--- src/rtl/core/ikc_pkg.sv ---
// Shared constants, codes and types of the image kernel convolution block.
package ikc_pkg;

    localparam int MAX_KERNEL   = 15;
    localparam int MAX_WIDTH    = 2048;
    localparam int MAX_CHANNELS = 4;
    localparam int MAX_ROWS     = 2048;

    localparam int SAMPLE_W   = 8;
    localparam int COEF_W     = 18;
    localparam int COEF_IDX_W = 8;
    localparam int FRAC_W     = 16;
    localparam int PROD_W     = COEF_W + SAMPLE_W + 1;
    localparam int FILT_W     = 8;
    localparam int ROW_W      = 11;
    localparam int COL_W      = 13;
    localparam int HEIGHT_W   = 12;
    localparam int NC_W       = 3;
    localparam int KS_W       = 4;

    localparam int CFG_IDX_W  = 2;
    localparam int CFG_DATA_W = 12;

    localparam logic [KS_W-1:0]     RST_KERNEL_SIZE   = 4'd15;
    localparam logic [11:0]         RST_IMAGE_WIDTH   = 12'd2048;
    localparam logic [11:0]         RST_IMAGE_HEIGHT  = 12'd2048;
    localparam logic [NC_W-1:0]     RST_CHANNEL_COUNT = 3'd3;

    typedef enum logic [CFG_IDX_W-1:0] {
        CFG_KERNEL_SIZE   = 2'd0,
        CFG_IMAGE_WIDTH   = 2'd1,
        CFG_IMAGE_HEIGHT  = 2'd2,
        CFG_CHANNEL_COUNT = 2'd3
    } t_cfg_reg;

    localparam logic CMD_COEF   = 1'b0;
    localparam logic CMD_SAMPLE = 1'b1;

    typedef struct packed {
        logic            shift;
        logic [NC_W-1:0] nc;
    } t_cell_ctrl;

    typedef struct packed {
        logic             valid;
        logic [ROW_W-1:0] row;
        logic [COL_W-1:0] col;
        logic             last;
    } t_side;

    typedef struct packed {
        logic [FILT_W-1:0] filtered;
        logic [ROW_W-1:0]  row;
        logic [COL_W-1:0]  col;
        logic              last;
    } t_result;

endpackage

--- src/rtl/core/ikc_sum_tree.sv ---
// Registered binary adder tree, one register level per pairwise add.
module ikc_sum_tree #(
    parameter int N  = ikc_pkg::MAX_KERNEL,
    parameter int IW = ikc_pkg::PROD_W,
    parameter int OW = ikc_pkg::PROD_W + 4
) (
    input  logic                 i_clk,
    input  logic signed [IW-1:0] i_val [N],
    output logic signed [OW-1:0] o_sum
);

    localparam int LV = (N > 1) ? $clog2(N) : 1;
    localparam int P  = 1 << LV;

    logic signed [OW-1:0] w_node [2*P-1];
    logic signed [OW-1:0] r_node [P-1];

    for (genvar i = 0; i < P; i++) begin : g_leaf
        if (i < N) begin : g_used
            assign w_node[P-1+i] = OW'(i_val[i]);
        end else begin : g_pad
            assign w_node[P-1+i] = '0;
        end
    end

    for (genvar n = 0; n < P-1; n++) begin : g_add
        always_ff @(posedge i_clk) begin
            r_node[n] <= w_node[2*n+1] + w_node[2*n+2];
        end
        assign w_node[n] = r_node[n];
    end

    assign o_sum = w_node[0];

endmodule

--- config.mk ---
export PLATFORM = sky130hd
export DESIGN_NAME = ikc_sum_tree
export DESIGN_NICKNAME = d
export VERILOG_FILES = /design/src/rtl/core/ikc_pkg.sv /design/src/rtl/core/ikc_sum_tree.sv
export SDC_FILE = /design/constraint.sdc
export NUM_CORES = 1
export LEC_CHECK = 0
export BUFFER_PORTS_ARGS = -buffer_cell sky130_fd_sc_hd__buf_4
export CAP_MARGIN = 20
export CORE_UTILIZATION = 45
export CTS_BUF_LIST = sky130_fd_sc_hd__clkbuf_4
export CTS_CLUSTER_SIZE = 28
export DETAILED_ROUTE_END_ITERATION = 10
export GPL_ROUTABILITY_DRIVEN = 0
export MAX_ROUTING_LAYER = met4
export PLACE_DENSITY = 0.64
export SLEW_MARGIN = 20
export SYNTH_ARGS = -nofsm -noshare
export SYNTH_HDL_FRONTEND = slang
export SYNTH_SLANG_ARGS = --single-unit
--- constraint.sdc ---
create_clock -name i_clk -period 4.4 [get_ports i_clk]
set_input_delay 0.88 -clock i_clk [delete_from_list [all_inputs] [get_ports i_clk]]
set_output_delay 0.88 -clock i_clk [all_outputs]
set_load 0.05 [all_outputs]
# [Yosys cells after proc, flatten, opt, wreduce, memory -nomap -nowiden]
# Memories as Yosys holds them, arrays and structs flattened.
# Cells that the tools add are included.
[word_totals] wordCells=15 regBits=0 memories=1 ram_bits=465
[memory_table] name="r_node" depth=15 width=31 rd=15 rd_clocked_by_memory_dff=0 wr=15 line="ikc_sum_tree.sv:16" source="logic signed [OW-1:0] r_node [P-1];"
[classes] add_sub_neg=14
[op_table] cell="$add 31x31->31" count=7
[op_table] cell="$add 27x27->28" count=7

# [Depth between registers and ports, before layout]
# Gate-level depths: netlist (run 1).
# An unclocked memory read counts as a cell.
[logic_depth] ltp_word=2 ltp_mapped=11

# [Least setup slack after synthesis (run 1)]
# Ideal clock, no wire load.
[synth_path] kind="input -> register" from="in i_val[297] (netlist name)" to="mem r_node[1][24] (netlist name)" t_required_ns=4.337 cell_stages=11 setup_slack_ns=0.907 n_path_buf=0 arrival_ns=3.430 setup_time_ns=0.063 path_cell_list="ha_1 fa_1 a21o_1 a21oi_1 o21ai_0 o311ai_0 a21oi_1 nor2_1 a211oi_1 or4b_2 nand3_1"
[synth_rtl] element="from (decl)" line="ikc_sum_tree.sv:8" source="input logic signed [IW-1:0] i_val [N],"
[synth_rtl] element="to (decl)" line="ikc_sum_tree.sv:16"

==> results of run 1 <==
-- worst paths after layout --
kind	endpoint	slack [ns]	cells past startpoint
setup / recovery	r_node[0][92]	0.80	11
hold / removal	r_node[1][197]	0.15	1
setup reg to reg	r_node[0][92]	0.80	11
hold reg to reg	r_node[0][0]	0.45	1
-- worst max-delay path: stages, from the launching register on --
cell	delay [ns]
dfxtp_1	0.38
ha_1	0.26
fa_1	0.40
a21oi_1	0.19
o21ai_0	0.19
o21ai_0	0.43
o21ai_0	0.31
a21oi_1	0.37
o21ai_0	0.28
a211o_1	0.34
a21oi_1	0.18
xnor2_1	0.17
-- area by class of cell --
type                    instances  area share [%]
clock inverters                34          0.7471
well taps                     782           2.996
inverters                      90           1.034
multi-input cells            2381           54.65
flip-flops and latches        440           26.97
repair buffers                439           10.09
diodes                          2         0.01533
clock buffers                 152           3.494
-- logic make-up (layout without fill, tap and decap cells) --
kind of cell | Yosys count | after routing | share of synthesized area [%]
xor gates and xnor gates | 342 | 342 | 10.94
muxes | 2 | 2 | 0.07314
DFF | 440 | 440 | 32.18
buffers and inverters | 160 | 715 | 2.619
other | 0 | 2 | 0
and+or+nand+nor | 657 | 657 | 11.90
adders and majority gates | 405 | 405 | 18.90
AOI/OAI and AO/OA | 975 | 975 | 23.39
-- layout by cell type, fill, tap and decap left out, types with 17 or more instances in the layout --
cell type  netlist  layout
nand3_1         65      65
o21ai_0        148     148
a21o_1         200     200
xnor2_1        226     226
clkinv_1         0      20
and3_1          32      32
a21oi_1        290     290
nand4_1         28      28
nand2_1        161     161
clkbuf_4         0     152
a31oi_1         42      42
buf_4           31     439
xor2_1         116     116
dfxtp_1        440     440
and2_1          19      19
a211oi_1        30      30
o31ai_1         17      17
inv_1           90      90
nand2b_1        32      32
nor3_1          40      40
o21a_1          32      32
nor2_1         169     169
o21bai_1        50      50
nor2b_1         39      39
ha_1           391     391
-- power by group through the flow --
stage                     Clock (mW)  Combinational [mW]  Sequential, mW
final                           3.39                12.7            6.36
after detailed placement           0                12.6            6.45
after CTS                       3.55                12.7            6.38
after global routing            3.78                14.1            6.48
after global placement             0                12.4            6.45
after floorplan                    0                9.87            6.03
-- per-stage QoR --
step	std cells	worst slack (ns)	instance area, sq um	utilization (%)	hold slack, ns
2_1_floorplan	2981	0.9074	27370	-	0.4200
4_1_cts	4318	0.8450	32650	54.20	0.02859
6_report	4320	0.8034	32660	54.21	0.1546
5_1_grt	4319	0.5385	32650	54.20	0.05856
3_3_place_gp	4132	0.5386	31270	51.90	0.4315
3_5_place_dp	4132	0.4081	31270	51.90	0.4393
-- per-layer routing --
| metal | global-route usage [%] | vias to the layer above |
|---|---|---|
| li1 | - | 11942 |
| met1 | 29.29 | 10885 |
| met2 | 37.29 | 678 |
| met3 | 3.119 | 104 |
| met4 | 7.311 | 0 |
| met5 | - | - |
==> metrics.md, run 1 <==
| Metric | Value |
|---|---|
| Outcome | complete, but fails checks |
| Violated checks | DRC |
| Peak VDD IR | between 200 and 300 uV |
| Clock Tree Buf Depth | 3 |
| RSZ-0062 raised after global routing | false |
| Mapped Cells | 2981 |
| Row cnt | 90 |
| Register Area | 8808 sq um |
| Mean Syn Cell Area | 9.182 sq um |
| Net switching power | 9.527 mW |
| I/O pin count | 437 |
| # setup viols final | 0 |
| Critical path capture point type | flop |
| Initial Util | 45.43% |
| Critical path launch point type | flop |
| Die area | between 60000 and 70000 sq um |
| Slew headroom | approximately 42% |
| CTS Buf Count | 113 |
| Routed met1 length | between 30000 and 40000 um |
| Ranking of synthesized cells by area | dfxtp_1 32%, ha_1 18%, xnor2_1 7.2%, a21o_1 5.5%, a21oi_1 5.3% |
| Vias | 23.61k |
| H-tree Lvls | 3 |
| DP HPWL | 57010 um |
| Seq pwr share | 28.3% |
| DR WL met3 | 3455 um |
| Final Skew | about 0.037 ns |
| CTS tree | built |
| Hold/Removal Path Class | in -> reg |
| Vias per inst | 5.465 |
| Grt total ovfl | 0 |
| Cell Pwr Density | between 600 and 700 nW/um^2 |
| Post-synth EDFFs | 0 |
| WL met2 | between 30000 and 40000 um |
| Clk Latency, worst-skew pair | 0.84 ns |
| Switching Fraction | around 42% |
| Initial drt markers | 1314 |
| Die H | about 250 um |
| Highest Signal Layer | met4 |
| Worst Setup SP | r_node[0][155] |
| Final ANT Viol Nets | 0 |
| PostCTS Resize Cnt | 0 |
| Worst EP required | 5.11 ns |
| Clock power share | 15.1% |
| First-pass GRT wire length | 113500 um |
| Setup_tns | 0 ns |
| Vias in the first global route | 23.51k |
| Internal Power | 12.91 mW |
| Regs by FF count | r_node (440) |
| Post-synth top cells | 440 x dfxtp_1, 391 x ha_1, 290 x a21oi_1 |
| Sink Count | 440 |
| Largest net degree at the start of global routing | 16 |
| Hold_buf cts | 0 |
| Yosys cell types | 76 |
| Worst-path clk slew | around 0.06 ns |
| Design Power | 22.44 mW |
| CP Class | reg -> reg |
| Sequential fraction of the synthesis area | 32.18% |
| CTS root buffer | clkbuf_4 |
| DRC viols | 4 |
| DRT Pass-1 Iters | 9 |
| Post-Route WL | 69910 um |
| Period utilization | between 80% and 90% |
| Arrival time at the worst endpoint | ~4.3 ns |
| Fillers | 5494 |
| Die width | 248.6 um |
| CORE AREA | 60250 sq um |
| Layout cell share with drive strength beyond 1 | between 15 and 20% |
| Leak Pwr | 15.57 nW |
| Tot GR Track Use | 22.90% |
| Largest register by flop count | r_node |
| Postcts setup bufs | 0 |
| Initial antenna violation count | 3 |
| Yosys top cell area share | 32.18% |
| Ys Warns | 0 |
| Nets | 4276 |
| Final Slew Violations | 0 |
| Hold Vio Cnt, Final | 0 |
| R2r startpoint | r_node[0][155] |
| Comb pwr share | between 50% and 60% |
| Synthesized cell area | 27370 sq um |
| CP max FO | 4 |
| Worst-Margin Slew | between 0.8 and 0.9 ns |
| Multi-input gate area | between 15000 and 20000 sq um |
| #FFs+latches synth | between 400 and 500 |
| Post-synthesis net count | 3792 |
| Hold Startpoint | i_val[11] |
| Area delta synth->final | 19.31% |
| Port bufs | around 440 |
| Most common cell in the synthesized netlist | dfxtp_1 |
| WL per Instance | 16.18 um |
| Post-synth top area cell | dfxtp_1 |
| Total of max-cap violations | 0 |
| Async SR Flop Fraction | 0% |
| Post-layout min period | 3.597 ns |
| Predominant post-synthesis flop cell | dfxtp_1 |
| Max Clk Rate | between 0.2 and 0.3 GHz |
| Max FFs per register | 440 |
(Power assumes the default switching activity.)
==> inputs of run 2 (changes only) <==
--- a/config.mk
+++ b/config.mk
@@ -5,6 +5,7 @@
 export SDC_FILE = /design/constraint.sdc
 export NUM_CORES = 1
 export LEC_CHECK = 0
+export ABC_AREA = 1
 export BUFFER_PORTS_ARGS = -buffer_cell sky130_fd_sc_hd__buf_4
 export CAP_MARGIN = 20
 export CORE_UTILIZATION = 45
@@ -13,7 +14,7 @@
 export DETAILED_ROUTE_END_ITERATION = 10
 export GPL_ROUTABILITY_DRIVEN = 0
 export MAX_ROUTING_LAYER = met4
-export PLACE_DENSITY = 0.64
+export PLACE_DENSITY = 0.62
 export SLEW_MARGIN = 20
 export SYNTH_ARGS = -nofsm -noshare
 export SYNTH_HDL_FRONTEND = slang
==> constraint.sdc (replaced) <==
create_clock -name i_clk -period 3.59 [get_ports i_clk]
set_input_delay 0.718 -clock i_clk [delete_from_list [all_inputs] [get_ports i_clk]]
set_output_delay 0.718 -clock i_clk [all_outputs]
set_load 0.05 [all_outputs]
==> run 2 against run 1 <==
  * Clock power rose by 31%
  * Highest routed layer unchanged
  * The run now ends clean
  * Die area is 36% higher
  * Non-clock buffer count grew 28
  * Synthesized cell count increased by 110%
  * Synthesized area is 36% higher
  * Power grew 41%
  * Critical path type is now reg -> out
  * Clock-buffer cell count rose by 3
==> metrics.md, run 2 <==
| Metric | Value |
|---|---|
| Hold Startpoint | i_val[216] |
| Async SR Flop Fraction | 0% (unchanged) |
| Mean Syn Cell Area | 6.000 sq um (-35%) |
| Tot GR Track Use | 25.97% (+3.1 points) |
| Area delta synth->final | 16.65% |
| Most frequent cells in the layout | 2462 x nand2_1, 1110 x inv_1, 503 x nor2_1 |
| CTS Buf Count | 115 (+1.8%) |
| H-tree Lvls | 3 (unchanged) |
| Fillers | 8559 (+56%) |
| Final instance area | 43510 sq um (+33%) |
| R2r startpoint | r_node[1][0] |
| Initial Util | 45.42% (about the same) |
| CTS tree | built |
| Post-synth EDFFs | 0 (unchanged) |
| Vias | 38.01k (+61%) |
| Commonest non-fill, non-tap cell in the layout | nand2_1 |
| CTS root buffer | clkbuf_4 |
| CP max stage cell | dfxtp_1 |
| Worst EP required | 2.87 ns (-2.24 ns) |
| Predominant post-synthesis flop cell | dfxtp_1 |
| Nets | 7580 (+77%) |
| DRT Pass-1 Iters | 6 (-3) |
| Max FFs per register | 440 (unchanged) |
| Post-synth top area cell | nand2_1 |
| Leak Pwr | 26.05 nW (+67%) |
| Final Slew Violations | 0 (unchanged) |
| CP Class | reg -> out |
| DP HPWL | 92400 um (+62%) |
| Postcts setup bufs | 0 (unchanged) |
| Synthesized cell area | 37300 sq um (+36%) |
| Largest net degree at the start of global routing | 17 (+1) |
| Initial antenna violation count | 3 (unchanged) |
| Die H | 289.9 um (+17%) |
| Critical path capture point type | output port |
| CP Buf/Inv Count | 1 (+1) |
| Yosys top cell area share | 24.78% (-7.4 points) |
| CP max FO | 1 (-3) |
| Util after Layout | 52.99% (-1.2 points) |
| CORE AREA | 82110 sq um (+36%) |
| Clock Tree Buf Depth | 3 (unchanged) |
| Final ANT Viol Nets | 0 (unchanged) |
| Final cell count without fillers | 7935 (+84%) |
| DRC viols | 0 (-4) |
| Largest register by flop count | r_node |
| Vias in the first global route | 34.99k (+49%) |
| Max Clk Rate | 0.4519 GHz |
| Hold/Removal Path Class | in -> reg |
| Worst-Margin Slew | 0.4766 ns (-0.3677 ns) |
| Outcome | finished clean |
| FF-to-FF End | r_node[0][122] |
| Crit path max-delay family | flip-flops |
| Vias per inst | 4.790 (-12%) |
| Die area | 84040 sq um (+36%) |
| Cell Pwr Density | 729.7 nW/um^2 (+6.2%) |
| Layout cell share with drive strength beyond 1 | 11.20% (-6.9 points) |
| Sequential fraction of the synthesis area | 23.62% (-8.6 points) |
| Row cnt | 105 (+17%) |
| GR Util met3 | 3.738% (+0.62 points) |
| I/O pin count | 437 (unchanged) |
| WL per Instance | 13.53 um (-16%) |
| Post-Route WL | 107300 um (+54%) |
| Worst-path clk slew | 0.06 ns (about the same) |
| Post-layout min period | between 2 and 2.5 ns |
| Ys Warns | 0 (unchanged) |
| Most common cell in the synthesized netlist | nand2_1 |
| #FFs+latches synth | 440 (unchanged) |
| GR Util met1 | 37.13% (+7.8 points) |
| Reg2reg setup slack | 1.45 ns (+0.65 ns) |
| Period utilization | 61.64% |
| Peak VDD IR | 435.6 uV (+56%) |
| Grt total ovfl | 0 (unchanged) |
| Hold EP | r_node[1][62] |
| Post-synth top cells | 2462 x nand2_1, 1110 x inv_1, 503 x nor2_1 |
| Final Skew | 0.08084 ns (+0.04369 ns) |
| Regs by FF count | r_node (440) |
| Hold Path Cell Cnt | 2 (+1) |
| GRT Max-Usage Layer | met2 |
| GR Util met2 | 38.87% (+1.6 points) |
| Placed cell area | 41680 sq um (+33%) |
| Yosys cell types | 27 (-64%) |
| Hold Vio Cnt, Final | 0 (unchanged) |
| # setup viols final | 0 (unchanged) |
| CP peak stage delay | 0.42 ns (about the same) |
| Total of max-cap violations | 0 (unchanged) |
| Reg2reg path depth | 12 (+1) |
| Design Power | 31.75 mW (+41%) |
| Critical path launch point type | flop |
| Die width | 289.9 um (+17%) |
| CP cell instances | buf_4 |
| Mapped Cells | 6216 (+110%) |
| Initial drt markers | 2702 (+110%) |
| Placed Cells | 7691 (+86%) |
| Post-synthesis net count | 7027 (+85%) |
| Slew headroom | 68.12% (+26 points) |
| Clk Latency, worst-skew pair | 0.90 ns (+0.06 ns) |
| Arrival time at the worst endpoint | 1.49 ns (-2.82 ns) |
| Setup_tns | 0 ns (unchanged) |
| RSZ-0062 raised after global routing | false |
| First-pass GRT wire length | 173700 um (+53%) |
| Port bufs | 436 (unchanged) |
| Ranking of synthesized cells by area | nand2_1 25%, dfxtp_1 24%, ha_1 13%, inv_1 11%, nor2_1 5.1% |
| Sink Count | 440 (unchanged) |
-- run 2: where the power goes --
group	total (mW)	switching, mW	internal (mW)
sequential	7.85	1.03	6.82
clock	4.44	2.12	2.31
combinational	19.5	13.0	6.51
-- run 2: per-layer routing --
| layer | up-vias | share of wire, % |
|---|---|---|
| met5 | - | 0 |
| met4 | 0 | 1.3 |
| met3 | 102 | 6.7 |
| met2 | 1078 | 42 |
| met1 | 16559 | 50 |
| li1 | 20271 | - |
-- run 2: final cells by class --
class / instances / area (sq um) / area share [%]
Multi-Input combinational cell: 4634 / 24090 / 55.36
Clock buffer: 155 / 1164 / 2.674
Inverter: 1111 / 4170 / 9.585
Tap cell: 1070 / 1339 / 3.077
Clock inverter: 53 / 344.1 / 0.7908
Antenna cell: 5 / 12.51 / 0.02876
Timing Repair Buffer: 467 / 3583 / 8.236
Sequential cell: 440 / 8808 / 20.25
-- run 2: through the flow --
| stage | hold slack, ns | setup WS (ns) |
|---|---|---|
| final | 0.1165 | 1.377 |
| after global routing | 0.01955 | 1.253 |
| after CTS | 0.03315 | 1.286 |
| after detailed placement | 0.4306 | 1.215 |
| after global placement | 0.4367 | 1.238 |
| after floorplan | 0.4200 | 1.558 |
-- run 2: how the worst max path moves through the flow --
stage | from | to | slack [ns] | cells after the start
CTS | r_node[0][0] | o_sum[0] | 1.29 | 1
floorplan | i_val[243] | r_node[1][51] | 1.56 | 9
finish | r_node[0][0] | o_sum[0] | 1.38 | 1
global placement | i_val[189] | r_node[1][86] | 1.24 | 11
global route | r_node[0][0] | o_sum[0] | 1.25 | 1
detailed placement | i_val[27] | r_node[1][179] | 1.22 | 11
-- run 2: what timing repair did --
| item | 4_1_cts | 5_1_grt |
|---|---|---|
| endpoints found under the hold margin | 29 | 0 |
| hold buffers | 31 | 0 |
| gates resized for setup | 0 | 0 |
-- run 2: cells by family (layout without fill, tap and decap cells) --
kind of cell / count (synthesis) / count (layout) / share of synthesized area (%)
compound gates: 361 / 361 / 5.387
xor+xnor: 213 / 213 / 5.002
fa+ha+maj: 405 / 405 / 13.87
buf+inv: 1142 / 1786 / 11.80
flops: 440 / 440 / 23.62
other cells: 0 / 5 / 0
simple gates: 3655 / 3655 / 40.32
